[src/design/ulc_pkg.sv]
// ----------------------------------------------------------------------------
// ulc_pkg : shared types and constants for the local calendar converter
// Holds the pipeline payload types, the calendar constants and the fixed-point
// reciprocals used for the divisions by constants other than powers of two.
// ----------------------------------------------------------------------------
package ulc_pkg;

   // calendar constants
   localparam int SECONDS_PER_DAY   = 86400;
   localparam int SEC_SHIFT         = 7;        // 86400 = 2^7 * 675
   localparam int SEC_ODD           = 675;
   localparam int DAYS_PER_ERA      = 146097;
   localparam int EPOCH_SHIFT_DAYS  = 719468;
   localparam int YEARS_PER_ERA     = 400;
   localparam int DAYS_PER_YEAR     = 365;
   localparam int DAYS_PER_WEEK     = 7;
   localparam int MINUTES_PER_HOUR  = 60;
   localparam int HOURS_HALF_DAY    = 12;
   localparam int MARCH_MONTH_SPAN  = 153;      // days in five months from March

   // Whole eras added to the day count so that every day index is positive.
   // An era is a whole number of weeks, so the weekday phase is unchanged.
   localparam int ERA_BIAS          = 128;
   localparam int YEAR_BIAS         = ERA_BIAS * YEARS_PER_ERA;
   // day index mod 7 relates to Sunday-based weekday by this shift
   localparam int WEEK_DAY_SHIFT    = 3;

   // seconds added to local time: day index then needs no further shift
   localparam logic [41:0] BIAS_SECONDS =
      42'((longint'(EPOCH_SHIFT_DAYS) + longint'(ERA_BIAS) * longint'(DAYS_PER_ERA))
          * longint'(SECONDS_PER_DAY));

   // reciprocal shifts: operand width plus divisor width
   localparam int SHR_SEC_HI  = 28;
   localparam int SHR_SEC_LO  = 37;
   localparam int SHR_ERA     = 43;
   localparam int SHR_D1460   = 29;
   localparam int SHR_D36524  = 34;
   localparam int SHR_D365    = 27;
   localparam int SHR_D100    = 16;
   localparam int SHR_D153    = 19;
   localparam int SHR_D5      = 14;
   localparam int SHR_MIN     = 23;
   localparam int SHR_HOUR    = 17;
   localparam int SHR_WEEK    = 28;

   // rounded-up reciprocals, exact for the stated operand widths
   localparam logic [18:0] RCP_SEC_HI =
      19'((64'd1 << SHR_SEC_HI) / 64'(SEC_ODD) + 64'd1);
   localparam logic [27:0] RCP_SEC_LO =
      28'((64'd1 << SHR_SEC_LO) / 64'(SEC_ODD) + 64'd1);
   localparam logic [25:0] RCP_ERA =
      26'((64'd1 << SHR_ERA) / 64'(DAYS_PER_ERA) + 64'd1);
   localparam logic [18:0] RCP_D1460 =
      19'((64'd1 << SHR_D1460) / 64'd1460 + 64'd1);
   localparam logic [18:0] RCP_D36524 =
      19'((64'd1 << SHR_D36524) / 64'd36524 + 64'd1);
   localparam logic [18:0] RCP_D365 =
      19'((64'd1 << SHR_D365) / 64'(DAYS_PER_YEAR) + 64'd1);
   localparam logic [9:0] RCP_D100 =
      10'((64'd1 << SHR_D100) / 64'd100 + 64'd1);
   localparam logic [11:0] RCP_D153 =
      12'((64'd1 << SHR_D153) / 64'(MARCH_MONTH_SPAN) + 64'd1);
   localparam logic [11:0] RCP_D5 =
      12'((64'd1 << SHR_D5) / 64'd5 + 64'd1);
   localparam logic [17:0] RCP_MIN =
      18'((64'd1 << SHR_MIN) / 64'(MINUTES_PER_HOUR) + 64'd1);
   localparam logic [11:0] RCP_HOUR =
      12'((64'd1 << SHR_HOUR) / 64'(MINUTES_PER_HOUR) + 64'd1);
   localparam logic [25:0] RCP_WEEK =
      26'((64'd1 << SHR_WEEK) / 64'(DAYS_PER_WEEK) + 64'd1);

   // biased day index and second of the day
   typedef struct packed {
      logic [24:0] day_idx;
      logic [16:0] sec_of_day;
   } split_type;

   // time-of-day part of a result
   typedef struct packed {
      logic [4:0] hour_shown;
      logic [5:0] minute_of_hour;
      logic       after_noon;
      logic [2:0] week_day;
   } clock_type;

   // complete result
   typedef struct packed {
      logic [16:0] civil_year;
      logic [3:0]  civil_month;
      logic [4:0]  day_of_month;
      clock_type   clk;
   } result_type;

endpackage

[src/design/ulc_split.sv]
// ----------------------------------------------------------------------------
// ulc_split : local time and day split
// Adds the zone offset and a positive bias, then divides by 86400 in two
// chunks of long division, giving the biased day index and second of day.
// ----------------------------------------------------------------------------
module ulc_split (
   input  logic               clock,
   input  logic               reset,
   input  logic               advance,
   input  logic               in_valid,
   input  logic [40:0]        epoch_seconds,
   input  logic [11:0]        zone_offset_minutes,
   output logic               out_valid,
   output ulc_pkg::split_type out_data
);

   localparam int STAGES = 5;

   logic [STAGES-1:0] vld_ff;

   // stage A: local seconds plus bias, always positive
   logic [41:0] t_ext, zone_ext, zone_sec, local_in, local_ff;

   assign t_ext    = {epoch_seconds[40], epoch_seconds};
   assign zone_ext = {{30{zone_offset_minutes[11]}}, zone_offset_minutes};
   assign zone_sec = (zone_ext << 6) - (zone_ext << 2);
   assign local_in = t_ext + zone_sec + ulc_pkg::BIAS_SECONDS;

   // stage B: high chunk of (local >> 7) divided by 675
   logic [17:0] ph;
   logic [36:0] prod_hi;
   logic [8:0]  qh_in, qh_b_ff;
   logic [17:0] ph_b_ff;
   logic [16:0] pl_b_ff;
   logic [6:0]  lo_b_ff;

   assign ph      = local_ff[41:24];
   assign prod_hi = 37'(ph) * 37'(ulc_pkg::RCP_SEC_HI);
   assign qh_in   = 9'(prod_hi >> ulc_pkg::SHR_SEC_HI);

   // stage C: high chunk remainder
   logic [9:0]  rh_in, rh_c_ff;
   logic [8:0]  qh_c_ff;
   logic [16:0] pl_c_ff;
   logic [6:0]  lo_c_ff;

   assign rh_in = 10'(ph_b_ff - 18'(qh_b_ff) * 18'(ulc_pkg::SEC_ODD));

   // stage D: remainder joined with low chunk, divided by 675
   logic [26:0] x_in, x_d_ff;
   logic [54:0] prod_lo;
   logic [16:0] ql_in, ql_d_ff;
   logic [8:0]  qh_d_ff;
   logic [6:0]  lo_d_ff;

   assign x_in    = {rh_c_ff, pl_c_ff};
   assign prod_lo = 55'(x_in) * 55'(ulc_pkg::RCP_SEC_LO);
   assign ql_in   = 17'(prod_lo >> ulc_pkg::SHR_SEC_LO);

   // stage E: final remainder gives the second of the day
   logic [9:0]         r_in;
   ulc_pkg::split_type out_in, out_ff;

   assign r_in              = 10'(x_d_ff - 27'(ql_d_ff) * 27'(ulc_pkg::SEC_ODD));
   assign out_in.day_idx    = 25'({qh_d_ff, ql_d_ff});
   assign out_in.sec_of_day = {r_in, lo_d_ff};

   // valid bits
   always_ff @(posedge clock) begin
      if (reset) begin
         vld_ff <= '0;
      end else if (advance) begin
         vld_ff <= {vld_ff[STAGES-2:0], in_valid};
      end
   end

   // payload stages
   always_ff @(posedge clock) begin
      if (advance) begin
         local_ff <= local_in;
         qh_b_ff  <= qh_in;
         ph_b_ff  <= ph;
         pl_b_ff  <= local_ff[23:7];
         lo_b_ff  <= local_ff[6:0];
         rh_c_ff  <= rh_in;
         qh_c_ff  <= qh_b_ff;
         pl_c_ff  <= pl_b_ff;
         lo_c_ff  <= lo_b_ff;
         x_d_ff   <= x_in;
         ql_d_ff  <= ql_in;
         qh_d_ff  <= qh_c_ff;
         lo_d_ff  <= lo_c_ff;
         out_ff   <= out_in;
      end
   end

   assign out_valid = vld_ff[STAGES-1];
   assign out_data  = out_ff;

endmodule

[config.mk]
export PLATFORM = sky130hd
export DESIGN_NAME = ulc_split
export DESIGN_NICKNAME = d
export VERILOG_FILES = /design/src/design/ulc_pkg.sv /design/src/design/ulc_split.sv
export SDC_FILE = /design/constraint.sdc
export NUM_CORES = 1
export LEC_CHECK = 0
export ABC_AREA = 0
export CAP_MARGIN = 0
export CORE_ASPECT_RATIO = 1.75
export CORE_MARGIN = 2
export CORE_UTILIZATION = 66
export DETAILED_ROUTE_END_ITERATION = 6
export DONT_BUFFER_PORTS = 1
export PLACE_DENSITY = 0.86
export SYNTH_ARGS = -nofsm -noshare
export SYNTH_HDL_FRONTEND = slang
export SYNTH_SLANG_ARGS = --single-unit
[constraint.sdc]
create_clock -name clock -period 10.55 [get_ports clock]
set_clock_uncertainty 0.1 [all_clocks]
set_input_delay 3.165 -clock clock [delete_from_list [all_inputs] [get_ports clock]]
set_output_delay 3.165 -clock clock [all_outputs]
set_load 0.05 [all_outputs]
[Yosys cells after proc, flatten, opt, wreduce, memory -nomap -nowiden]
Index checks and enable logic that the tools add are counted.
Operators by class
  $add $sub $neg: 5
  $mul: 4
Operators by type and width (count)
  27-bit by 28-bit multiplier with 54-bit output (second input constant): 1
  41-bit by 19-bit adder with 42-bit output: 1
  42-bit by 41-bit adder with 42-bit output (second input constant): 1
  18-bit by 19-bit multiplier with 37-bit output (second input constant): 1
  10-bit subtractor: 2
  18-bit by 14-bit subtractor with 19-bit output: 1
  17-bit by 10-bit multiplier with 10-bit output (second input constant): 1
  9-bit by 10-bit multiplier with 10-bit output (second input constant): 1
Storage, ports and cells
  bits in registers: 216
  bits of input ports: 57
  output and inout bits: 43
  word-level logic and storage cells: 25

[Depth between registers and ports, before layout]
  depth after elaboration: 3
  gate-level depth with buffers: 25
  mapped depth without buffers: 25

[Worst setup path after synthesis]
OpenSTA, ideal clock, no wires.
  path type: in2reg
  from: input port zone_offset_minutes[11]
  to: register local_ff[39], data pin
  library setup time: 0.135 ns
  arrival time: 7.220 ns
  data required time: 10.315 ns
  slack: 3.095 ns
  stages: 16
  buffers on the path: 3
  cells stage by stage: clkbuf_1 clkbuf_1 inv_1 ha_1 xor2_1 ha_1 ha_1 buf_2 and4_1 and3_4 nand3_1 o31a_1 o21bai_4 a31oi_4 or4b_1 nand3_1
Between the ends
  word-level cells in the longest chain between the ends: 3
Ends and longest elaborated chain
  start, declared: RTL line ulc_split.sv:12  | input logic [11:0] zone_offset_minutes,
  18-bit by 14-bit subtractor with 19-bit output: RTL line ulc_split.sv:26  | assign zone_sec = (zone_ext << 6) - (zone_ext << 2);
  41-bit by 19-bit adder with 42-bit output: RTL line ulc_split.sv:27  | assign local_in = t_ext + zone_sec + ulc_pkg::BIAS_SECONDS;
  42-bit by 41-bit adder with 42-bit output: RTL line ulc_split.sv:27
  named net local_in[39]: RTL line ulc_split.sv:22  | logic [41:0] t_ext, zone_ext, zone_sec, local_in, local_ff;
  end signal, assigned: RTL line ulc_split.sv:80  | local_ff <= local_in;
  end, declared: RTL line ulc_split.sv:22
The timed path passes the listed nets, and every way through them passes these cells.
A chain may end at the register's enable or synchronous reset.

[Final worst setup path]
  from: register pl_c_ff[11]
  to: register ql_d_ff[14], data pin
Between the ends
  word-level cells in the longest chain between the ends: 1
Ends and longest elaborated chain
  start, declared: RTL line ulc_split.sv:44  | logic [16:0] pl_c_ff;
  start signal, assigned: RTL line ulc_split.sv:87  | pl_c_ff <= pl_b_ff;
  27-bit by 28-bit multiplier with 54-bit output: RTL line ulc_split.sv:57  | assign prod_lo = 55'(x_in) * 55'(ulc_pkg::RCP_SEC_LO);
  named net prod_lo[51]: RTL line ulc_split.sv:51  | logic [54:0] prod_lo;
  end signal, assigned: RTL line ulc_split.sv:90  | ql_d_ff <= ql_in;
  end, declared: RTL line ulc_split.sv:52  | logic [16:0] ql_in, ql_d_ff;
The timed path passes the listed nets, and every way through them passes these cells.

==> metrics.txt <==
setup violators final 0; Clk Latency, worst-skew pair 530 ps; Residual DRC 0; post-synthesis register bit count 216; Die Span X 158.4 µm; Seq/Total Area, Yosys 23.37%; CTS clk-pin slew, worst paths 70 ps; Synth async-reset ratio 0%; average cell area after synthesis 11.18 µm²; Slew headroom 26.42%; Final period util 66.94%; Yosys warning total 0; reg2reg start pl_c_ff[11]; fmax 0.1416 GHz; post-layout util 69.52%; Place WS 3457 ps; Max Slew Vio Count 0; share of the synthesized area in the top cell type 28.44%; Num CTS Buffers 21; Worst Hold Depth 0; synth unique cells 72; Worst EP arrival 7220 ps; Area Growth Syn to Fin 4.752%; clock buffer depth 3; worst min-delay path class flop to flop; first-pass GRT wire length 94940 µm; Die Y 274.2 µm; worst-margin pin slew 1076 ps; Antenna Cells 0; minimum clock period 7062 ps; largest net degree at the start of global routing 217; vias per cell 5.712; Post-DRT Antenna Nets 0; hold endpoint pl_b_ff[6]; CTS sink count 216; reg2reg end ql_d_ff[14]; Port Buffers 0; max-cap viol count 0; row count 99; M1 wire length 18950 µm; Post-synth EDFFs 211; hold buffer count at CTS 0; GP Congestion 1.013; max layer used met4; reg2reg path depth 19; critical-path maximum fanout 12; PostCTS Resize Cnt 0; Root Buffer Master clkbuf_16; gr usage total 28.76%; status completed; GRT overflow 0; Most used DFF post-synth edfxtp_1; die area 0.04344 mm²; critical path, cell by cell ha_1 -> inv_1 -> fa_1 -> fa_1 -> fa_1 -> inv_1 -> fa_1 -> fa_1 -> fa_1 -> ha_1 -> a21o_1 -> a21o_1 -> a21o_1 -> or3_1 -> o2111ai_2 -> a31oi_2 -> a32oi_1 -> o31ai_1 -> xor2_1; total negative slack 0 ps; WL final 59280 µm; cell family with most CP delay adder cells; vias in the first global route 19.52k; initial antenna violation count 0; Mapped Cells 2464; post-synthesis cell area 0.02754 mm²; layout cells sized above 1 2.454%; Iter 0 DRT Violations 682; via count 17.37k; final hold vios 0; hold_sp local_ff[13]; total iterations of the first detailed-routing run 4; WS Path Type flop to flop; Core Box Area 0.04150 mm²; CTS tree yes; met2 routed WL 33350 µm; Post-CTS Repair Setup Buffers 0; Final Net Count 3476; Required @ worst endpoint 10710 ps; Starting Density 66.37%; Max stage delay on crit path 810 ps; DR WL/cell 19.49 µm; largest cells by area after synthesis ha_1, fa_1, edfxtp_1; final hold slack 312.7 ps; commonest non-fill, non-tap cell in the layout ha_1; H-tree levels 1; crit path max-delay cell type edfxtp_1; Syn Nets 3469; RSZ-0062 raised after global routing false; Bufs and invs on worst path 2; routed wl met3 1713 µm; startpoint type of the worst setup path flop; Final WS setup 3488 ps; I/O pin total 100; Post-DP HPWL 50510 µm; cell taking the most area after synthesis ha_1; Critical Path Sink Type flop; CP most frequent cell fa_1; reg2reg setup slack 3490 ps; most frequent cells in the layout ha_1, inv_1, fa_1
[cell usage after synthesis (11+ instances only)]
cell type / number
a21o_1: 59
a21oi_1: 98
clkbuf_1: 11
edfxtp_1: 211
fa_1: 322
ha_1: 626
inv_1: 618
nand2_1: 41
nand3_1: 28
nand4_1: 11
nor2_1: 68
nor3_1: 12
o21a_1: 14
o21ai_0: 32
o21bai_1: 19
xnor2_1: 99
xor2_1: 43
[layer usage]
| metal | vias up | global-route usage (%) |
|---|---|---|
| met5 | - | 0 |
| met1 | 8515 | 26.78 |
| met2 | 454 | 56.20 |
| met4 | 0 | 21.38 |
| li1 | 8128 | - |
| met3 | 272 | 2.624 |
[flip-flops by register name, summed over array words and instances (netlist names)]
name	count
local_ff	42
out_data	42
pl_b_ff	17
pl_c_ff	17
ql_d_ff	17
ph_b_ff	10
rh_c_ff	10
x_d_ff	10
qh_b_ff	9
qh_c_ff	8
qh_d_ff	8
lo_b_ff	7
lo_c_ff	7
lo_d_ff	7
vld_ff	5
[logic make-up (layout without fill, tap and decap cells)]
logic type / Yosys count / count (layout) / share of synthesized area [%]
multiplexers: 8 / 8 / 0.2953
adder cells (fa/ha/maj): 948 / 948 / 51.85
buffers and inverters: 635 / 657 / 8.673
AND/OR/NAND/NOR: 214 / 214 / 3.807
flip-flops: 216 / 216 / 23.37
XOR/XNOR: 142 / 142 / 4.516
AO/OA/AOI/OAI: 301 / 301 / 7.492
[how the worst max path moves through the flow]
| stage | depth (start not counted) | startpoint | slack, ps | to |
|---|---|---|---|---|
| after CTS | 19 | pl_c_ff[11] | 3540 | ql_d_ff[11] |
| after detailed placement | 13 | zone_offset_minutes[11] | 3460 | local_ff[39] |
| after global routing | 23 | rh_c_ff[2] | 3190 | ql_d_ff[15] |
| after global placement | 14 | epoch_seconds[11] | 3540 | local_ff[34] |
| final | 19 | pl_c_ff[11] | 3490 | ql_d_ff[14] |
| after floorplan | 16 | zone_offset_minutes[11] | 3100 | local_ff[39] |
[metrics by stage]
stage / std cells / area, µm²
after floorplan: 2464 / 27540
after global placement: 3003 / 28170
after detailed placement: 3003 / 28170
after CTS: 3041 / 28850
after global routing: 3041 / 28850
final: 3041 / 28850
[cell type report]
type	instances	area [µm²]
well taps	555	694.4
clock buffers	22	529.3
flip-flops and latches	216	6436
inverters	618	2320
fillers	2969	12650
clock inverters	16	146.4
multi-input cells	1613	18720
repair buffers	1	7.507
[worst register-to-register path: stages, from the launching register on]
cell       delay, ps
edfxtp_1         810
ha_1             320
inv_1            110
fa_1             530
fa_1             460
fa_1             530
inv_1             60
fa_1             450
fa_1             550
fa_1             440
ha_1             370
a21o_1           190
a21o_1           180
a21o_1           190
or3_1            420
o2111ai_2        290
a31oi_2          210
a32oi_1          330
o31ai_1          130
xor2_1           150
Power is not shown: default switching activity piles up to over one toggle a cycle in this logic, so the estimate is an artifact.
