[config.mk]
export PLATFORM = sky130hd
export DESIGN_NAME = ulc_clock
export DESIGN_NICKNAME = d
export VERILOG_FILES = /design/src/design/ulc_pkg.sv /design/src/design/ulc_clock.sv
export SDC_FILE = /design/constraint.sdc
export NUM_CORES = 1
export LEC_CHECK = 0
export BUFFER_PORTS_ARGS = -buffer_cell sky130_fd_sc_hd__buf_2
export CORE_UTILIZATION = 55
export CTS_BUF_LIST = sky130_fd_sc_hd__clkbuf_8
export DETAILED_ROUTE_END_ITERATION = 8
export PLACE_DENSITY = 0.73
export SLEW_MARGIN = 15
export SYNTH_ARGS = -nofsm -noshare
export SYNTH_HDL_FRONTEND = slang
export SYNTH_SLANG_ARGS = --single-unit
export TNS_END_PERCENT = 30
[constraint.sdc]
create_clock -name clock -period 7.1 [get_ports clock]
set_input_delay 0.355 -clock clock [delete_from_list [all_inputs] [get_ports clock]]
set_output_delay 0.355 -clock clock [all_outputs]
set_load 0.1 [all_outputs]
[src/design/ulc_pkg.sv]
// ----------------------------------------------------------------------------
// ulc_pkg : shared types and constants for the local calendar converter
// Holds the pipeline payload types, the calendar constants and the fixed-point
// reciprocals used for the divisions by constants other than powers of two.
// ----------------------------------------------------------------------------
package ulc_pkg;

   // calendar constants
   localparam int SECONDS_PER_DAY   = 86400;
   localparam int SEC_SHIFT         = 7;        // 86400 = 2^7 * 675
   localparam int SEC_ODD           = 675;
   localparam int DAYS_PER_ERA      = 146097;
   localparam int EPOCH_SHIFT_DAYS  = 719468;
   localparam int YEARS_PER_ERA     = 400;
   localparam int DAYS_PER_YEAR     = 365;
   localparam int DAYS_PER_WEEK     = 7;
   localparam int MINUTES_PER_HOUR  = 60;
   localparam int HOURS_HALF_DAY    = 12;
   localparam int MARCH_MONTH_SPAN  = 153;      // days in five months from March

   // Whole eras added to the day count so that every day index is positive.
   // An era is a whole number of weeks, so the weekday phase is unchanged.
   localparam int ERA_BIAS          = 128;
   localparam int YEAR_BIAS         = ERA_BIAS * YEARS_PER_ERA;
   // day index mod 7 relates to Sunday-based weekday by this shift
   localparam int WEEK_DAY_SHIFT    = 3;

   // seconds added to local time: day index then needs no further shift
   localparam logic [41:0] BIAS_SECONDS =
      42'((longint'(EPOCH_SHIFT_DAYS) + longint'(ERA_BIAS) * longint'(DAYS_PER_ERA))
          * longint'(SECONDS_PER_DAY));

   // reciprocal shifts: operand width plus divisor width
   localparam int SHR_SEC_HI  = 28;
   localparam int SHR_SEC_LO  = 37;
   localparam int SHR_ERA     = 43;
   localparam int SHR_D1460   = 29;
   localparam int SHR_D36524  = 34;
   localparam int SHR_D365    = 27;
   localparam int SHR_D100    = 16;
   localparam int SHR_D153    = 19;
   localparam int SHR_D5      = 14;
   localparam int SHR_MIN     = 23;
   localparam int SHR_HOUR    = 17;
   localparam int SHR_WEEK    = 28;

   // rounded-up reciprocals, exact for the stated operand widths
   localparam logic [18:0] RCP_SEC_HI =
      19'((64'd1 << SHR_SEC_HI) / 64'(SEC_ODD) + 64'd1);
   localparam logic [27:0] RCP_SEC_LO =
      28'((64'd1 << SHR_SEC_LO) / 64'(SEC_ODD) + 64'd1);
   localparam logic [25:0] RCP_ERA =
      26'((64'd1 << SHR_ERA) / 64'(DAYS_PER_ERA) + 64'd1);
   localparam logic [18:0] RCP_D1460 =
      19'((64'd1 << SHR_D1460) / 64'd1460 + 64'd1);
   localparam logic [18:0] RCP_D36524 =
      19'((64'd1 << SHR_D36524) / 64'd36524 + 64'd1);
   localparam logic [18:0] RCP_D365 =
      19'((64'd1 << SHR_D365) / 64'(DAYS_PER_YEAR) + 64'd1);
   localparam logic [9:0] RCP_D100 =
      10'((64'd1 << SHR_D100) / 64'd100 + 64'd1);
   localparam logic [11:0] RCP_D153 =
      12'((64'd1 << SHR_D153) / 64'(MARCH_MONTH_SPAN) + 64'd1);
   localparam logic [11:0] RCP_D5 =
      12'((64'd1 << SHR_D5) / 64'd5 + 64'd1);
   localparam logic [17:0] RCP_MIN =
      18'((64'd1 << SHR_MIN) / 64'(MINUTES_PER_HOUR) + 64'd1);
   localparam logic [11:0] RCP_HOUR =
      12'((64'd1 << SHR_HOUR) / 64'(MINUTES_PER_HOUR) + 64'd1);
   localparam logic [25:0] RCP_WEEK =
      26'((64'd1 << SHR_WEEK) / 64'(DAYS_PER_WEEK) + 64'd1);

   // biased day index and second of the day
   typedef struct packed {
      logic [24:0] day_idx;
      logic [16:0] sec_of_day;
   } split_type;

   // time-of-day part of a result
   typedef struct packed {
      logic [4:0] hour_shown;
      logic [5:0] minute_of_hour;
      logic       after_noon;
      logic [2:0] week_day;
   } clock_type;

   // complete result
   typedef struct packed {
      logic [16:0] civil_year;
      logic [3:0]  civil_month;
      logic [4:0]  day_of_month;
      clock_type   clk;
   } result_type;

endpackage

[src/design/ulc_clock.sv]
// ----------------------------------------------------------------------------
// ulc_clock : hour, minute and weekday
// Splits the second of the day into hour and minute, forms the shown hour and
// the afternoon flag, and reduces the day index modulo seven.
// ----------------------------------------------------------------------------
module ulc_clock (
   input  logic               clock,
   input  logic               reset,
   input  logic               advance,
   input  logic               in_valid,
   input  ulc_pkg::split_type in_data,
   input  logic               twenty_four_hour,
   output logic               out_valid,
   output logic [24:0]        out_day_idx,
   output ulc_pkg::clock_type out_clk
);

   localparam int STAGES = 3;

   logic [STAGES-1:0] vld_ff;

   // stage F: minute of day, week quotient
   logic [34:0] prod_min;
   logic [10:0] mins_in, mins_f_ff;
   logic [24:0] w_in, w_f_ff, day_f_ff;
   logic [50:0] prod_week;
   logic [22:0] q7_in, q7_f_ff;

   assign prod_min  = 35'(in_data.sec_of_day) * 35'(ulc_pkg::RCP_MIN);
   assign mins_in   = 11'(prod_min >> ulc_pkg::SHR_MIN);
   assign w_in      = in_data.day_idx + 25'(ulc_pkg::WEEK_DAY_SHIFT);
   assign prod_week = 51'(w_in) * 51'(ulc_pkg::RCP_WEEK);
   assign q7_in     = 23'(prod_week >> ulc_pkg::SHR_WEEK);

   // stage G: hour and weekday
   logic [22:0] prod_hour;
   logic [4:0]  hour_in, hour_g_ff;
   logic [2:0]  wd_in, wd_g_ff;
   logic [10:0] mins_g_ff;
   logic [24:0] day_g_ff;

   assign prod_hour = 23'(mins_f_ff) * 23'(ulc_pkg::RCP_HOUR);
   assign hour_in   = 5'(prod_hour >> ulc_pkg::SHR_HOUR);
   assign wd_in     = 3'(w_f_ff - 25'(q7_f_ff) * 25'(ulc_pkg::DAYS_PER_WEEK));

   // stage H: minute and shown hour; midnight and noon show as 12 in 12-hour mode
   logic [4:0]         h12;
   ulc_pkg::clock_type clk_in, clk_ff;
   logic [24:0]        day_h_ff;

   always_comb begin
      clk_in.after_noon     = (hour_g_ff >= 5'(ulc_pkg::HOURS_HALF_DAY));
      clk_in.minute_of_hour = 6'(mins_g_ff - 11'(hour_g_ff) * 11'(ulc_pkg::MINUTES_PER_HOUR));
      clk_in.week_day       = wd_g_ff;
      h12 = clk_in.after_noon ? hour_g_ff - 5'(ulc_pkg::HOURS_HALF_DAY) : hour_g_ff;
      if (twenty_four_hour) begin
         clk_in.hour_shown = hour_g_ff;
      end else if (h12 == 5'd0) begin
         clk_in.hour_shown = 5'(ulc_pkg::HOURS_HALF_DAY);
      end else begin
         clk_in.hour_shown = h12;
      end
   end

   // valid bits
   always_ff @(posedge clock) begin
      if (reset) begin
         vld_ff <= '0;
      end else if (advance) begin
         vld_ff <= {vld_ff[STAGES-2:0], in_valid};
      end
   end

   // payload stages
   always_ff @(posedge clock) begin
      if (advance) begin
         mins_f_ff <= mins_in;
         w_f_ff    <= w_in;
         q7_f_ff   <= q7_in;
         day_f_ff  <= in_data.day_idx;
         hour_g_ff <= hour_in;
         wd_g_ff   <= wd_in;
         mins_g_ff <= mins_f_ff;
         day_g_ff  <= day_f_ff;
         clk_ff    <= clk_in;
         day_h_ff  <= day_g_ff;
      end
   end

   assign out_valid   = vld_ff[STAGES-1];
   assign out_day_idx = day_h_ff;
   assign out_clk     = clk_ff;

endmodule

### Word-level counts from Yosys, hierarchy flattened

Cells that the tools add are included.

| word-level totals | value |
|---|---|
| register bits | 144 |
| output and inout bits | 41 |

| cells by class | value |
|---|---|
| add/sub/neg operators | 4 |
| $mul | 5 |
| $lt $le $gt $ge | 1 |
| multiplexer cells | 3 |
| reductions and logical operators | 1 |

Operator list:

| cell | number |
|---|---|
| multiplier 25 x 26 -> 51 bit, second input constant | 1 |
| multiplier 17 x 18 -> 34 bit, second input constant | 1 |
| adder 25 x 2 -> 25 bit, second input constant | 1 |
| multiplier 23 x 3 -> 3 bit, second input constant | 1 |
| multiplier 11 x 12 -> 22 bit, second input constant | 1 |
| 2-to-1 mux 5 bit | 3 |
| subtractor 6 bit | 1 |
| greater-or-equal comparator 5 x 4 -> 1 bit, second input constant | 1 |
| zero test 5 bit | 1 |
| multiplier 5 x 4 -> 4 bit, second input constant | 1 |
| subtractor 5 x 4 -> 5 bit, second input constant | 1 |
| subtractor 3 bit | 1 |

### Logic depth before layout (Yosys ltp)

| depth | value |
|---|---|
| depth in word-level cells | 5 |
| gate-level depth with buffers | 29 |
| mapped depth without buffers | 28 |

### Worst setup path after synthesis

No wires, ideal clock.

| path | value |
|---|---|
| kind | in2reg |
| start | input port in_data[17] (netlist name) |
| end | register q7_f_ff[2], data pin |
| setup time | 260 ps |
| arrival time | 6244 ps |
| setup slack | 596 ps |
| cell stages on the path | 28 |
| path buffers | 1 |
| cells stage by stage | inv_1 > ha_1 > nor2_1 > and3_1 > clkbuf_1 > nand2_1 > nor2_1 > nand3_1 > xnor2_1 > ha_1 > inv_1 > fa_1 > fa_1 > inv_1 > fa_1 > fa_1 > fa_1 > inv_1 > fa_1 > inv_1 > ha_1 > a21o_1 > a21oi_1 > nor2b_1 > o21ai_0 > o21ai_0 > a31oi_1 > xnor2_1 |

| between the ends | value |
|---|---|
| cells in the longest elaborated chain, start to end | 2 |

Ends and longest elaborated chain:

| what | RTL line | text |
|---|---|---|
| from (decl) | ulc_clock.sv:11 | `input ulc_pkg::split_type in_data,` |
| adder 25 x 2 -> 25 bit | ulc_clock.sv:31 | `assign w_in = in_data.day_idx + 25'(ulc_pkg::WEEK_DAY_SHIFT);` |
| multiplier 25 x 26 -> 51 bit | ulc_clock.sv:32 | `assign prod_week = 51'(w_in) * 51'(ulc_pkg::RCP_WEEK);` |
| named net prod_week[30] | ulc_clock.sv:26 | `logic [50:0] prod_week;` |
| to (signal assigned) | ulc_clock.sv:79 | `q7_f_ff <= q7_in;` |
| to (decl) | ulc_clock.sv:27 | `logic [22:0] q7_in, q7_f_ff;` |

The timed path passes the listed nets, and every way through them passes these cells.
A chain may end at the register's enable or synchronous reset.

### Worst setup path after layout

Same ends and word-level chain as after synthesis.

==> summary.txt <==
Cells and area
  • Share of cells above drive strength 1: 10.6%
  • Fin area: 14700 um^2
  • # nets final: 1791
  • Util after Layout: 62.2%
  • Area delta synth->final: 9.67%

Routing
  • Vias per cell: 5.03
  • DRC: 0
  • Post-route ant nets: 0
  • DR vias: 8168
  • Initial DRC count: 327
  • Drt wl/cell: 14.3 um
  • 1st-pass router iterations: 5
  • Post-Route WL: 23200 um

Synthesis
  • Number of flops mapped to enable cells by yosys: 121
  • Synth Area in Adders: 50.2%
  • Sequential area share after synthesis: 27.5%
  • Syn Nets: 1679
  • Largest family of logic cells by synthesized area: adder cells
  • Post-synthesis mux area share: 0.224%
  • Distinct cells, synth: 45
  • XOR/XNOR share of the synthesized area: 4.17%
  • Main flop type after synthesis: edfxtp_1
  • #FFs+latches synth: 124
  • Mapped Cells: 1180
  • Most common cell in the netlist: inv_1
  • Ys async rst share: 0%
  • Synth Area in Compound Gates: 4.57%
  • Synth warnings: 0
  • Post-synth top cells: 337 x inv_1, 307 x ha_1, 145 x fa_1
  • Synth top area share: 28.6%
  • Syn Area/Cell: 11.4 um^2
  • Post-synthesis simple-gate area fraction: 3.82%
  • Yosys top cell by area: ha_1
  • Post-synthesis cell area: 13400 um^2
  • Ranking of synthesized cells by area: ha_1 29%, edfxtp_1 27%, fa_1 22%

Clocking
  • Post-CTS Hold Fix Bufs: 0
  • Clock Sinks: 124
  • CTS tree: yes
  • H-tree level count: 4
  • Clk Latency, worst-skew pair: 0.43 ns
  • Clk buf depth: 2
  • Post-cts sizing count: 0
  • Root buffer cell: clkbuf_8
  • Total CTS buffers: 17
  • # Post-CTS Setup Buffers: 0
  • Clk slew on worst S/H paths: 0.10 ns

Global route
  • Initial antenna violation count: 1
  • Number of global-route vias before repair: 8631
  • Grt total ovfl: 0
  • Largest net degree at the start of global routing: 78
  • First-pass GRT wire length: 40500 um
  • Gr usage total: 21.0%

Power
  • Leakage power: 7.67 nW
  • PwrDens: 426 nW/um^2
  • Worst vdd ir: 0.242 mV

Floorplan
  • Die H: 158 um
  • Initial Utilization: 56.7%
  • Core Area: 23700 um^2
  • Die area: 25000 um^2
  • Die X: 158 um
  • # IOs: 88
  • Std-Cell Rows: 56

Timing
  • Tcrit/Tclk final: 90.7%
  • Setup Viol. Count Final: 0
  • Max-slew headroom: 35.2%
  • Fin crit period: 6.44 ns
  • Fin. max-slew vios: 0
  • Max Clock Skew: 0.0207 ns
  • Least-Margin Pin Slew: 0.973 ns
  • Max Freq: 0.155 GHz
  • Setup repair after global routing missed its margin: false
  • Final Hold Viols: 0
  • Worst setup slack after layout: 0.657 ns
  • Accumulated negative setup slack: 0 ns

Placed design
  • Placer Congestion: 0.838
  • Post-Place Cell Area: 14300 um^2
  • Buffers on Ports: 87
  • Pre-CTS WS: 0.265 ns
  • HPWL Detailed: 19900 um

Worst hold path
  • Hold Startpoint: reset
  • HP Class: input pin to flop
  • Worst hold path cell count: 2
  • Worst hold path endpoint: vld_ff[2]

Critical path
  • Slowest cell on crit path: fa_1
  • R2R cell count: 15
  • Element type at the critical path end: flop
  • R2r setup slk: 3.13 ns
  • Critical Path AT: 6.63 ns
  • Worst Path Required: 7.29 ns
  • Critical path class: input pin to flop
  • FF-to-FF End: hour_g_ff[4]
  • RR Startpoint: mins_f_ff[7]
  • Most used cell, CP: fa_1
  • Worst path max stage delay: 0.56 ns
  • Critical path startpoint category: input pin
  • CP max FO: 5

Outcome
  • Status: complete, no violations

Run
  • Max Cap Viol: 0
worst max-delay path: cells and delay by family:
family | cells | cell delay, ns
AND/OR/NAND/NOR | 6 | 0.88
XOR/XNOR | 2 | 0.36
buffers and inverters | 6 | 0.42
adder cells (fa/ha/maj) | 9 | 3.88
AO/OA/AOI/OAI | 5 | 0.74
through the flow:
| stage | hold WS, ns | total power, W | std cells |
|---|---|---|---|
| final | 0.113 | 0.00627 | 1625 |
| after global routing | 0.0864 | 0.00710 | 1625 |
| after CTS | 0.0884 | 0.00635 | 1624 |
| after detailed placement | 0.405 | 0.00565 | 1592 |
| after global placement | 0.401 | 0.00554 | 1592 |
| after floorplan | 0.400 | 0.00467 | 1180 |
power breakdown:
part	switching [W]	leakage [nW]	internal, W	total (W)
Sequential	0.0000881	1.21	0.00105	0.00114
Clock	0.000311	0.208	0.000326	0.000637
Combinational	0.00258	6.25	0.00191	0.00449
Total	0.00298	7.67	0.00329	0.00627
layout make-up:
class | count | area [um^2]
antenna | 1 | 2.50
clock buffer | 17 | 234
tap | 319 | 399
multi-input combinational | 717 | 8460
timing repair buffer | 94 | 490
clock inverter | 15 | 176
fill | 1919 | 8960
inverter | 338 | 1270
sequential | 124 | 3690
flip-flops by register name (all words and copies together) (netlist names):
signal       cells
out_clk         15
day_g_ff        25
vld_ff           3
mins_g_ff        6
day_f_ff        25
w_f_ff           3
wd_g_ff          3
hour_g_ff        5
mins_f_ff       11
out_day_idx     25
q7_f_ff          3
worst max-delay path by stage:
stage / startpoint / endpoint / slack, ns / cells past startpoint
3_5_place_dp: in_data[17] / q7_f_ff[2] / 0.27 / 28
4_1_cts: in_data[17] / q7_f_ff[2] / 0.70 / 28
3_3_place_gp: in_data[17] / q7_f_ff[2] / 0.36 / 28
2_1_floorplan: in_data[17] / q7_f_ff[2] / 0.60 / 28
5_1_grt: in_data[17] / q7_f_ff[2] / 0.26 / 28
6_report: in_data[17] / q7_f_ff[2] / 0.66 / 28
cells by family after synthesis:
group           count (synthesis)
mux                             3
compound gates                 92
xor+xnor                       64
fa+ha+maj                     452
buf+inv                       339
simple gates                  106
flops                         124
routing by layer:
| metal | wire length, um | GRT usage (%) | vias up | share of wire, % |
|---|---|---|---|---|
| met3 | 671 | 2.52 | 28 | 2.9 |
| met4 | 348 | 5.08 | 0 | 1.5 |
| met2 | 11300 | 36.4 | 149 | 49 |
| met5 | 0 | 0 | - | 0 |
| li1 | - | - | 4060 | - |
| met1 | 10800 | 27.8 | 3931 | 47 |
layout by cell type, fill, tap and decap left out, types with 2 or more instances in the layout:
| master | netlist | layout |
|---|---|---|
| nor2_1 | 29 | 29 |
| nand2_1 | 23 | 23 |
| o21bai_1 | 2 | 2 |
| fa_1 | 145 | 145 |
| edfxtp_1 | 121 | 121 |
| inv_6 | 0 | 6 |
| clkinv_4 | 0 | 2 |
| buf_2 | 0 | 86 |
| a21o_1 | 12 | 12 |
| inv_8 | 0 | 3 |
| buf_4 | 0 | 8 |
| dfxtp_1 | 3 | 3 |
| and2_1 | 4 | 4 |
| nand2b_1 | 2 | 2 |
| ha_1 | 307 | 307 |
| nand3_1 | 15 | 15 |
| o2111ai_1 | 2 | 2 |
| nor3_1 | 10 | 10 |
| a21oi_1 | 26 | 26 |
| xnor2_1 | 41 | 41 |
| o21a_1 | 5 | 5 |
| o211ai_1 | 5 | 5 |
| nand4_1 | 3 | 3 |
| a211oi_1 | 4 | 4 |
| o21ai_0 | 18 | 18 |
| clkbuf_8 | 0 | 17 |
| a31oi_1 | 5 | 5 |
| o21ai_1 | 3 | 3 |
| xor2_1 | 23 | 23 |
| inv_1 | 337 | 337 |
| or2_2 | 3 | 3 |
| and3_1 | 11 | 11 |
| mux2i_1 | 3 | 3 |
| bufinv_16 | 0 | 2 |
Note: power is estimated with default switching activity, not from simulation.
