## config.mk

```make
export PLATFORM = sky130hd
export DESIGN_NAME = ulc_civil
export DESIGN_NICKNAME = d
export VERILOG_FILES = /design/src/design/ulc_pkg.sv /design/src/design/ulc_civil.sv
export SDC_FILE = /design/constraint.sdc
export NUM_CORES = 2
export LEC_CHECK = 0
export BUFFER_PORTS_ARGS = -buffer_cell sky130_fd_sc_hd__buf_2
export CAP_MARGIN = 25
export CORE_MARGIN = 10
export CORE_UTILIZATION = 27
export DETAILED_ROUTE_END_ITERATION = 8
export HOLD_SLACK_MARGIN = 0.05
export PLACE_DENSITY = 0.46
export SYNTH_ARGS = -nofsm -noshare
export SYNTH_HDL_FRONTEND = slang
export SYNTH_SLANG_ARGS = --single-unit
```

## constraint.sdc

```tcl
create_clock -name clock -period 13 [get_ports clock]
set_input_delay 1.95 -clock clock [delete_from_list [all_inputs] [get_ports clock]]
set_output_delay 1.95 -clock clock [all_outputs]
set_load 0.05 [all_outputs]
```

## src/design/ulc_pkg.sv

```systemverilog
// ----------------------------------------------------------------------------
// ulc_pkg : shared types and constants for the local calendar converter
// Holds the pipeline payload types, the calendar constants and the fixed-point
// reciprocals used for the divisions by constants other than powers of two.
// ----------------------------------------------------------------------------
package ulc_pkg;

   // calendar constants
   localparam int SECONDS_PER_DAY   = 86400;
   localparam int SEC_SHIFT         = 7;        // 86400 = 2^7 * 675
   localparam int SEC_ODD           = 675;
   localparam int DAYS_PER_ERA      = 146097;
   localparam int EPOCH_SHIFT_DAYS  = 719468;
   localparam int YEARS_PER_ERA     = 400;
   localparam int DAYS_PER_YEAR     = 365;
   localparam int DAYS_PER_WEEK     = 7;
   localparam int MINUTES_PER_HOUR  = 60;
   localparam int HOURS_HALF_DAY    = 12;
   localparam int MARCH_MONTH_SPAN  = 153;      // days in five months from March

   // Whole eras added to the day count so that every day index is positive.
   // An era is a whole number of weeks, so the weekday phase is unchanged.
   localparam int ERA_BIAS          = 128;
   localparam int YEAR_BIAS         = ERA_BIAS * YEARS_PER_ERA;
   // day index mod 7 relates to Sunday-based weekday by this shift
   localparam int WEEK_DAY_SHIFT    = 3;

   // seconds added to local time: day index then needs no further shift
   localparam logic [41:0] BIAS_SECONDS =
      42'((longint'(EPOCH_SHIFT_DAYS) + longint'(ERA_BIAS) * longint'(DAYS_PER_ERA))
          * longint'(SECONDS_PER_DAY));

   // reciprocal shifts: operand width plus divisor width
   localparam int SHR_SEC_HI  = 28;
   localparam int SHR_SEC_LO  = 37;
   localparam int SHR_ERA     = 43;
   localparam int SHR_D1460   = 29;
   localparam int SHR_D36524  = 34;
   localparam int SHR_D365    = 27;
   localparam int SHR_D100    = 16;
   localparam int SHR_D153    = 19;
   localparam int SHR_D5      = 14;
   localparam int SHR_MIN     = 23;
   localparam int SHR_HOUR    = 17;
   localparam int SHR_WEEK    = 28;

   // rounded-up reciprocals, exact for the stated operand widths
   localparam logic [18:0] RCP_SEC_HI =
      19'((64'd1 << SHR_SEC_HI) / 64'(SEC_ODD) + 64'd1);
   localparam logic [27:0] RCP_SEC_LO =
      28'((64'd1 << SHR_SEC_LO) / 64'(SEC_ODD) + 64'd1);
   localparam logic [25:0] RCP_ERA =
      26'((64'd1 << SHR_ERA) / 64'(DAYS_PER_ERA) + 64'd1);
   localparam logic [18:0] RCP_D1460 =
      19'((64'd1 << SHR_D1460) / 64'd1460 + 64'd1);
   localparam logic [18:0] RCP_D36524 =
      19'((64'd1 << SHR_D36524) / 64'd36524 + 64'd1);
   localparam logic [18:0] RCP_D365 =
      19'((64'd1 << SHR_D365) / 64'(DAYS_PER_YEAR) + 64'd1);
   localparam logic [9:0] RCP_D100 =
      10'((64'd1 << SHR_D100) / 64'd100 + 64'd1);
   localparam logic [11:0] RCP_D153 =
      12'((64'd1 << SHR_D153) / 64'(MARCH_MONTH_SPAN) + 64'd1);
   localparam logic [11:0] RCP_D5 =
      12'((64'd1 << SHR_D5) / 64'd5 + 64'd1);
   localparam logic [17:0] RCP_MIN =
      18'((64'd1 << SHR_MIN) / 64'(MINUTES_PER_HOUR) + 64'd1);
   localparam logic [11:0] RCP_HOUR =
      12'((64'd1 << SHR_HOUR) / 64'(MINUTES_PER_HOUR) + 64'd1);
   localparam logic [25:0] RCP_WEEK =
      26'((64'd1 << SHR_WEEK) / 64'(DAYS_PER_WEEK) + 64'd1);

   // biased day index and second of the day
   typedef struct packed {
      logic [24:0] day_idx;
      logic [16:0] sec_of_day;
   } split_type;

   // time-of-day part of a result
   typedef struct packed {
      logic [4:0] hour_shown;
      logic [5:0] minute_of_hour;
      logic       after_noon;
      logic [2:0] week_day;
   } clock_type;

   // complete result
   typedef struct packed {
      logic [16:0] civil_year;
      logic [3:0]  civil_month;
      logic [4:0]  day_of_month;
      clock_type   clk;
   } result_type;

endpackage

```

## src/design/ulc_civil.sv

```systemverilog
// ----------------------------------------------------------------------------
// ulc_civil : day index to proleptic Gregorian date
// Era, day of era, year of era, day of year and March-based month; each stage
// but P is at most one multiply deep. The time-of-day part rides alongside.
// ----------------------------------------------------------------------------
module ulc_civil (
   input  logic                clock,
   input  logic                reset,
   input  logic                advance,
   input  logic                in_valid,
   input  logic [24:0]         in_day_idx,
   input  ulc_pkg::clock_type  in_clk,
   output logic                out_valid,
   output ulc_pkg::result_type out_data
);

   localparam int STAGES = 11;

   logic [STAGES-1:0]  vld_ff;
   // time-of-day delay line; the last stage uses the output register
   ulc_pkg::clock_type clk_ff [STAGES-1];

   // stage I: era
   logic [50:0] prod_era;
   logic [7:0]  era_in, era_i_ff;
   logic [24:0] day_i_ff;

   assign prod_era = 51'(in_day_idx) * 51'(ulc_pkg::RCP_ERA);
   assign era_in   = 8'(prod_era >> ulc_pkg::SHR_ERA);

   // stage J: day of era, year base with the era bias removed
   logic [17:0] doe_in, doe_j_ff;
   logic [16:0] yrb_in, yrb_j_ff;

   assign doe_in = 18'(day_i_ff - 25'(era_i_ff) * 25'(ulc_pkg::DAYS_PER_ERA));
   assign yrb_in = 17'(era_i_ff) * 17'(ulc_pkg::YEARS_PER_ERA) - 17'(ulc_pkg::YEAR_BIAS);

   // stage K: leap corrections doe/1460 and doe/36524
   logic [36:0] prod_1460, prod_36524;
   logic [6:0]  n1460_in, n1460_k_ff;
   logic [2:0]  n36524_in, n36524_k_ff;
   logic [17:0] doe_k_ff;
   logic [16:0] yrb_k_ff;

   assign prod_1460  = 37'(doe_j_ff) * 37'(ulc_pkg::RCP_D1460);
   assign n1460_in   = 7'(prod_1460 >> ulc_pkg::SHR_D1460);
   assign prod_36524 = 37'(doe_j_ff) * 37'(ulc_pkg::RCP_D36524);
   assign n36524_in  = 3'(prod_36524 >> ulc_pkg::SHR_D36524);

   // stage L: corrected day count; last day of an era counts once more
   logic        era_end;
   logic [17:0] val_in, val_l_ff, doe_l_ff;
   logic [16:0] yrb_l_ff;

   assign era_end = (doe_k_ff == 18'(ulc_pkg::DAYS_PER_ERA - 1));
   assign val_in  = doe_k_ff - 18'(n1460_k_ff) + 18'(n36524_k_ff) - 18'(era_end);

   // stage M: year of era
   logic [36:0] prod_365;
   logic [8:0]  yoe_in, yoe_m_ff;
   logic [17:0] doe_m_ff;
   logic [16:0] yrb_m_ff;

   assign prod_365 = 37'(val_l_ff) * 37'(ulc_pkg::RCP_D365);
   assign yoe_in   = 9'(prod_365 >> ulc_pkg::SHR_D365);

   // stage N: century count and year length in days
   logic [18:0] prod_100;
   logic [1:0]  c100_in, c100_n_ff;
   logic [17:0] y365_in, y365_n_ff, doe_n_ff;
   logic [8:0]  yoe_n_ff;
   logic [16:0] yrb_n_ff;

   assign prod_100 = 19'(yoe_m_ff) * 19'(ulc_pkg::RCP_D100);
   assign c100_in  = 2'(prod_100 >> ulc_pkg::SHR_D100);
   assign y365_in  = 18'(yoe_m_ff) * 18'(ulc_pkg::DAYS_PER_YEAR);

   // stage O: day of year (March based), year before month carry
   logic [8:0]  doy_in, doy_o_ff;
   logic [16:0] yrp_in, yrp_o_ff;

   assign doy_in = 9'(doe_n_ff - (y365_n_ff + 18'(yoe_n_ff >> 2) - 18'(c100_n_ff)));
   assign yrp_in = yrb_n_ff + 17'(yoe_n_ff);

   // stage P: March-based month
   logic [10:0] mp_arg;
   logic [22:0] prod_153;
   logic [3:0]  mp_in, mp_p_ff;
   logic [8:0]  doy_p_ff;
   logic [16:0] yrp_p_ff;

   assign mp_arg   = 11'(doy_o_ff) * 11'd5 + 11'd2;
   assign prod_153 = 23'(mp_arg) * 23'(ulc_pkg::RCP_D153);
   assign mp_in    = 4'(prod_153 >> ulc_pkg::SHR_D153);

   // stage Q: month span numerator
   logic [10:0] a153_in, a153_q_ff;
   logic [3:0]  mp_q_ff;
   logic [8:0]  doy_q_ff;
   logic [16:0] yrp_q_ff;

   assign a153_in = 11'(mp_p_ff) * 11'(ulc_pkg::MARCH_MONTH_SPAN) + 11'd2;

   // stage R: days before the month
   logic [22:0] prod_5;
   logic [8:0]  dd_in, dd_r_ff, doy_r_ff;
   logic [3:0]  mp_r_ff;
   logic [16:0] yrp_r_ff;

   assign prod_5 = 23'(a153_q_ff) * 23'(ulc_pkg::RCP_D5);
   assign dd_in  = 9'(prod_5 >> ulc_pkg::SHR_D5);

   // stage S: day, calendar month; January and February belong to next year
   logic                jan_feb;
   ulc_pkg::result_type out_in, out_ff;

   assign jan_feb = (mp_r_ff >= 4'd10);

   always_comb begin
      out_in.day_of_month = 5'(doy_r_ff - dd_r_ff + 9'd1);
      out_in.civil_month  = jan_feb ? mp_r_ff - 4'd9 : mp_r_ff + 4'd3;
      out_in.civil_year   = yrp_r_ff + 17'(jan_feb);
      out_in.clk          = clk_ff[STAGES-2];
   end

   // valid bits
   always_ff @(posedge clock) begin
      if (reset) begin
         vld_ff <= '0;
      end else if (advance) begin
         vld_ff <= {vld_ff[STAGES-2:0], in_valid};
      end
   end

   // payload stages
   always_ff @(posedge clock) begin
      if (advance) begin
         clk_ff[0] <= in_clk;
         for (int i = 1; i < STAGES - 1; i++) begin
            clk_ff[i] <= clk_ff[i-1];
         end
         era_i_ff    <= era_in;
         day_i_ff    <= in_day_idx;
         doe_j_ff    <= doe_in;
         yrb_j_ff    <= yrb_in;
         n1460_k_ff  <= n1460_in;
         n36524_k_ff <= n36524_in;
         doe_k_ff    <= doe_j_ff;
         yrb_k_ff    <= yrb_j_ff;
         val_l_ff    <= val_in;
         doe_l_ff    <= doe_k_ff;
         yrb_l_ff    <= yrb_k_ff;
         yoe_m_ff    <= yoe_in;
         doe_m_ff    <= doe_l_ff;
         yrb_m_ff    <= yrb_l_ff;
         c100_n_ff   <= c100_in;
         y365_n_ff   <= y365_in;
         yoe_n_ff    <= yoe_m_ff;
         doe_n_ff    <= doe_m_ff;
         yrb_n_ff    <= yrb_m_ff;
         doy_o_ff    <= doy_in;
         yrp_o_ff    <= yrp_in;
         mp_p_ff     <= mp_in;
         doy_p_ff    <= doy_o_ff;
         yrp_p_ff    <= yrp_o_ff;
         a153_q_ff   <= a153_in;
         mp_q_ff     <= mp_p_ff;
         doy_q_ff    <= doy_p_ff;
         yrp_q_ff    <= yrp_p_ff;
         dd_r_ff     <= dd_in;
         mp_r_ff     <= mp_q_ff;
         doy_r_ff    <= doy_q_ff;
         yrp_r_ff    <= yrp_q_ff;
         out_ff      <= out_in;
      end
   end

   assign out_valid = vld_ff[STAGES-1];
   assign out_data  = out_ff;

endmodule

```

# ---- Word-level counts from Yosys, hierarchy flattened
# Memories as Yosys holds them, arrays and structs flattened. A register that Yosys moved wholly into a read port is not among the register bits.
# Cells that the tools add are included.
dict set report totals {
  reg_bits 388
  ram_bits 150
  mem_count 1
  inputBits 44
}
dict set report op_classes {
  addsub 16
  mux 3
  n_mul 12
  order_cmp 1
  eq_ne 1
}
# name words word_bits read_ports rd_clocked_by_memory_dff write_ports line
set memory_table {}
lappend memory_table {clk_ff 10 15 10 1 10 ulc_civil.sv:21} ;# ulc_pkg::clock_type clk_ff [STAGES-1];
# op n
set ops {}
lappend ops {{$mul 18x16->33 const B} 2}
lappend ops {{$mul 25x24->49 const B} 1}
lappend ops {{$mul 18x19->37 const B} 1}
lappend ops {{$mul 11x12->23 const B} 1}
lappend ops {{$add 11x2->11 const B} 2}
lappend ops {{$mul 11x12->19 const B} 1}
lappend ops {{$add 18x3->18} 1}
lappend ops {{$eq 18x18->1 const B} 1}
lappend ops {{$mul 8x18->18 const B} 1}
lappend ops {{$sub 18x1->18} 1}
lappend ops {{$sub 18x18->18} 1}
lappend ops {{$sub 18x7->18} 1}
lappend ops {{$add 17x1->17} 1}
lappend ops {{$add 17x9->17} 1}
lappend ops {{$sub 17x16->17 const B} 1}
lappend ops {{$mul 9x6->14 const B} 1}
lappend ops {{$mul 8x5->13 const B} 1}
lappend ops {{$mul 4x8->11 const B} 1}
lappend ops {{$mul 9x3->11 const B} 1}
lappend ops {{$add 9x7->9} 1}
lappend ops {{$mul 9x9->9 const B} 1}
lappend ops {{$sub 9x2->9} 1}
lappend ops {{$sub 9x9->9} 1}
lappend ops {{$add 5x1->5 const B} 1}
lappend ops {{other kinds (6)} 7}

# ---- Depth between registers and ports, before layout
dict set report depth {
  word_depth 3
  depth_mapped 27
  mapped_depth_nobuf 27
}

# ---- Worst setup path before layout
# No wires, ideal clock.
dict set report synth_timing {
  path_type {input port to flip-flop}
  startpoint {in in_day_idx[6]}
  endpoint {reg era_i_ff[6] (data pin)}
  path_slack_ps 5562
  arrival_time_ps 7176
  setup_ps 262
  stages 20
  cell_sequence {inv_1 -> fa_1 -> inv_1 -> fa_1 -> inv_1 -> fa_1 -> fa_1 -> fa_1 -> fa_1 -> fa_1 -> inv_1 -> ha_1 -> a21o_1 -> a21o_1 -> a21o_1 -> a31oi_1 -> o211ai_2 -> o41ai_4 -> o21bai_1 -> xor2_1}
}
dict set report synth_between {
  elab_chain_len 1
}
# element line
set synth_lines {}
lappend synth_lines {{from (decl)} ulc_civil.sv:11} ;# input logic [24:0] in_day_idx,
lappend synth_lines {{$mul 25x24->49} ulc_civil.sv:28} ;# assign prod_era = 51'(in_day_idx) * 51'(ulc_pkg::RCP_ERA);
lappend synth_lines {{named net prod_era[49]} ulc_civil.sv:24} ;# logic [50:0] prod_era;
lappend synth_lines {{to (signal assigned)} ulc_civil.sv:142} ;# era_i_ff <= era_in;
lappend synth_lines {{to (decl)} ulc_civil.sv:25} ;# logic [7:0] era_in, era_i_ff;
# The timed path passes the listed nets, and every way through them passes these cells.
# A chain may end at the register's enable or synchronous reset.

# ---- Worst setup path in the final report
dict set report layout_timing {
  startpoint {reg doy_o_ff[1]}
  endpoint {reg mp_p_ff[3] (data pin)}
}
dict set report layout_between {
  elab_chain_len 3
}
# element line
set layout_lines {}
lappend layout_lines {{from (decl)} ulc_civil.sv:79} ;# logic [8:0] doy_in, doy_o_ff;
lappend layout_lines {{from (signal assigned)} ulc_civil.sv:161} ;# doy_o_ff <= doy_in;
lappend layout_lines {{$mul 9x3->11} ulc_civil.sv:92} ;# assign mp_arg = 11'(doy_o_ff) * 11'd5 + 11'd2;
lappend layout_lines {{$add 11x2->11} ulc_civil.sv:92}
lappend layout_lines {{$mul 11x12->23} ulc_civil.sv:93} ;# assign prod_153 = 23'(mp_arg) * 23'(ulc_pkg::RCP_D153);
lappend layout_lines {{named net prod_153[22]} ulc_civil.sv:87} ;# logic [22:0] prod_153;
lappend layout_lines {{to (signal assigned)} ulc_civil.sv:163} ;# mp_p_ff <= mp_in;
lappend layout_lines {{to (decl)} ulc_civil.sv:88} ;# logic [3:0] mp_in, mp_p_ff;
# The timed path passes the listed nets, and every way through them passes these cells.

==> results.tsv <==
stage	metric	value	unit
sta	hold_viol_final	0	
logic_synthesis	synthTopCellsByCount	inv_1 (1136), ha_1 (998), fa_1 (691)	
route	routed_wl	108	mm
place	portBuffers	85	
global_routing	grt_pass1_vias	31529	
setup_path	cp-start-kind	flip-flop	
setup_path	rr_startpoint	doy_o_ff[1]	
route	post_drt_wl_per_cell	15.6	um
clock_network	hold_buffers	0	
route	route.vias.total	28509	
floorplanning	fp.dieArea	211000	um^2
global_routing	grt_start_max_net_pins	162	
setup_path	timing.rr.end	mp_p_ff[3]	
sta	setup_violations	0	
setup_path	ff2ff_path_depth	26	
setup_path	critPathCaptureType	flip-flop	
global_routing	grt_usage	10.6	%
logic_synthesis	synth-seq-cells	531	
logic_synthesis	synth.largest_area_cell	edfxtp_1	
sta	tightest_slew	971	ps
logic_synthesis	async_flop_share	0	%
place	hpwl	90.2	mm
sta	timing.setup.tns	0	ps
clock_network	clock_sinks	531	
route	drt-vias-per-instance	4.11	
route	drtIter0Drc	1025	
sta	maxSlewViolCount	0	
clock_network	cts_setup_buffers	0	
logic_synthesis	seq_area_frac_synth	30.5	%
layout	drive_above_1_share	4.78	%
floorplanning	die_w	459	um
setup_path	crit_fanout	7	
logic_synthesis	yosysMostFrequentCell	inv_1	
hold_path	worstHoldPathType	reg -> reg	
floorplanning	core_area	192000	um^2
logic_synthesis	synth_area_leaders	edfxtp_1 (30%), fa_1 (27%), ha_1 (24%)	
logic_synthesis	yosysWarnings	0	
logic_synthesis	synth_top_area_share	30.0	%
hold_path	whs_endpoint	clk_ff[5][6]	
logic_synthesis	synthesis.nets	5938	
layout	fillers	19616	
logic_synthesis	yosysUniqueCellTypes	68	
clock_network	cts_tree	done	
floorplanning	initial_utilization	27.1	%
setup_path	r2r_setup_slack	5470	ps
setup_path	crit_slowest_cell	fa_1	
status	status	complete, no violations	
clock_network	cts_resized	0	
logic_synthesis	synth_cells	4205	
sta	skew	83.5	ps
setup_path	worst_ep_required_time	13430	ps
floorplanning	dieHeight	459	um
place	globalplace.congestion	0.841	
global_routing	overflow	0	
layout	area_delta_synth_final	10.9	%
route	ant_nets	0	
sta	period_share	57.9	%
clock_network	h-tree-depth	2	
logic_synthesis	syn_area_per_cell	12.4	um^2
floorplanning	io_pins	86	
hold_path	holdPathStages	0	
place	dp_slack	4900	ps
route	drtPass1Iterations	5	
layout	fin_nets	6097	
route	drc	0	
global_routing	grt_pass1_wl	177	mm
job	maxCapViolCount	0	
sta	fin_ws	5470	ps
sta	max-slew-margin-rel	35.3	%
setup_path	criticalPathCategory	reg -> reg	
sta	fmax	0.133	GHz
setup_path	arrival	7960	ps
sta	grt_setup_unrepaired	no	
logic_synthesis	synth_area	52000	um^2
sta	min_period	7530	ps
hold_path	worstHoldStart	clk_ff[4][6]	
global_routing	antenna_found_initial	1	
clock_network	cts_root_buf	clkbuf_16	
logic_synthesis	synth_edf_count	520	
clock_network	cts_made_buffers	60	
floorplanning	num_rows	161	
clock_network	clk_latency	690	ps
clock_network	cts.clk_slew.worst_paths	60	ps
clock_network	clock_path_buffers	3	
logic_synthesis	ys.flop_type	edfxtp_1	
setup_path	slowest_delay	520	ps
## kinds of logic (layout without fill, tap and decap cells)
kind of cell	after synthesis	in the layout	share of synthesized area (%)
mux	14	14	0.270
other cells	0	1	0
buf+inv	1140	1349	8.23
xor+xnor	177	177	3.00
compound gates	340	340	4.41
fa+ha+maj	1689	1689	50.6
simple gates	314	314	3.01
flops	531	531	30.5
## cell type report
type | instances | area (um^2) | share of cell area (%)
Sequential cell | 531 | 15800 | 27.5
Clock buffer | 71 | 1540 | 2.68
Timing Repair Buffer | 101 | 581 | 1.01
Clock inverter | 41 | 393 | 0.681
Inverter | 1136 | 4260 | 7.40
Antenna cell | 1 | 2.50 | 0.00434
Tap cell | 2526 | 3160 | 5.48
Multi-Input combinational cell | 2534 | 31900 | 55.3
## layout by cell type, fill, tap and decap left out, types with 15 or more instances in the layout
master,n
nand3_1,40
fa_1,691
a21o_1,61
nand4_1,19
nor3_1,27
and3_1,15
a31oi_1,15
inv_1,1136
o21a_1,20
a21oi_1,93
buf_2,84
clkbuf_16,60
xnor2_1,133
clkinv_1,15
xor2_1,43
ha_1,998
o21ai_0,49
nor2b_1,15
nand2_1,55
nor2_1,87
edfxtp_1,520
## critical path: cells and delay by family, from the launching register on
kind	cells	cell delay (ps)
xor gates and xnor gates	3	610
AOI/OAI and AO/OA	10	2380
buffers and inverters	4	360
and+or+nand+nor	1	220
adders and majority gates	8	3160
DFF	1	510
## worst max-delay path by stage
stage | slack, ps | start | depth (start not counted) | to
after detailed placement | 4900 | in_day_idx[6] | 21 | era_i_ff[6]
after global placement | 4970 | in_day_idx[12] | 21 | era_i_ff[2]
after global routing | 4950 | doy_o_ff[1] | 26 | mp_p_ff[3]
after CTS | 5360 | doy_o_ff[1] | 26 | mp_p_ff[3]
final | 5470 | doy_o_ff[1] | 26 | mp_p_ff[3]
after floorplan | 5560 | in_day_idx[6] | 20 | era_i_ff[6]
## per-stage QoR
stage                     hold WS (ps)  util (%)  std cells  instance area [um^2]
after floorplan                    400         -       4205                 52000
after global placement             400      29.0       6828                 55700
after detailed placement           405      29.0       6828                 55700
after CTS                          332      30.0       6940                 57700
after global routing               347      30.0       6941                 57700
final                              351      30.0       6941                 57700
## per-layer routing
| metal | GRT usage (%) | part of all wire [%] | vias to the layer above |
|---|---|---|---|
| met5 | 0 | 0 | - |
| li1 | - | - | 14009 |
| met2 | 17.6 | 47 | 233 |
| met1 | 14.6 | 48 | 14172 |
| met4 | 2.27 | 1.9 | 0 |
| met3 | 1.43 | 2.9 | 95 |
## sequential cells by signal, indices dropped and copies added, names as in the netlist, 9 cells and up
| signal | flops |
|---|---|
| a153_q_ff | 11 |
| clk_ff | 150 |
| day_i_ff | 18 |
| doe_j_ff | 18 |
| doe_k_ff | 18 |
| doe_l_ff | 9 |
| doe_m_ff | 9 |
| doe_n_ff | 9 |
| doy_o_ff | 9 |
| out_data | 41 |
| val_l_ff | 18 |
| vld_ff | 11 |
| y365_n_ff | 9 |
| yoe_m_ff | 9 |
| yrb_j_ff | 13 |
| yrb_k_ff | 13 |
| yrb_l_ff | 13 |
| yrb_m_ff | 13 |
| yrb_n_ff | 13 |
| yrp_o_ff | 17 |
| yrp_p_ff | 17 |
| yrp_q_ff | 17 |
| yrp_r_ff | 17 |
Power is left out: the tool's default activity adds up to more than one toggle a clock period on the data nets, which glitch-free logic cannot reach.
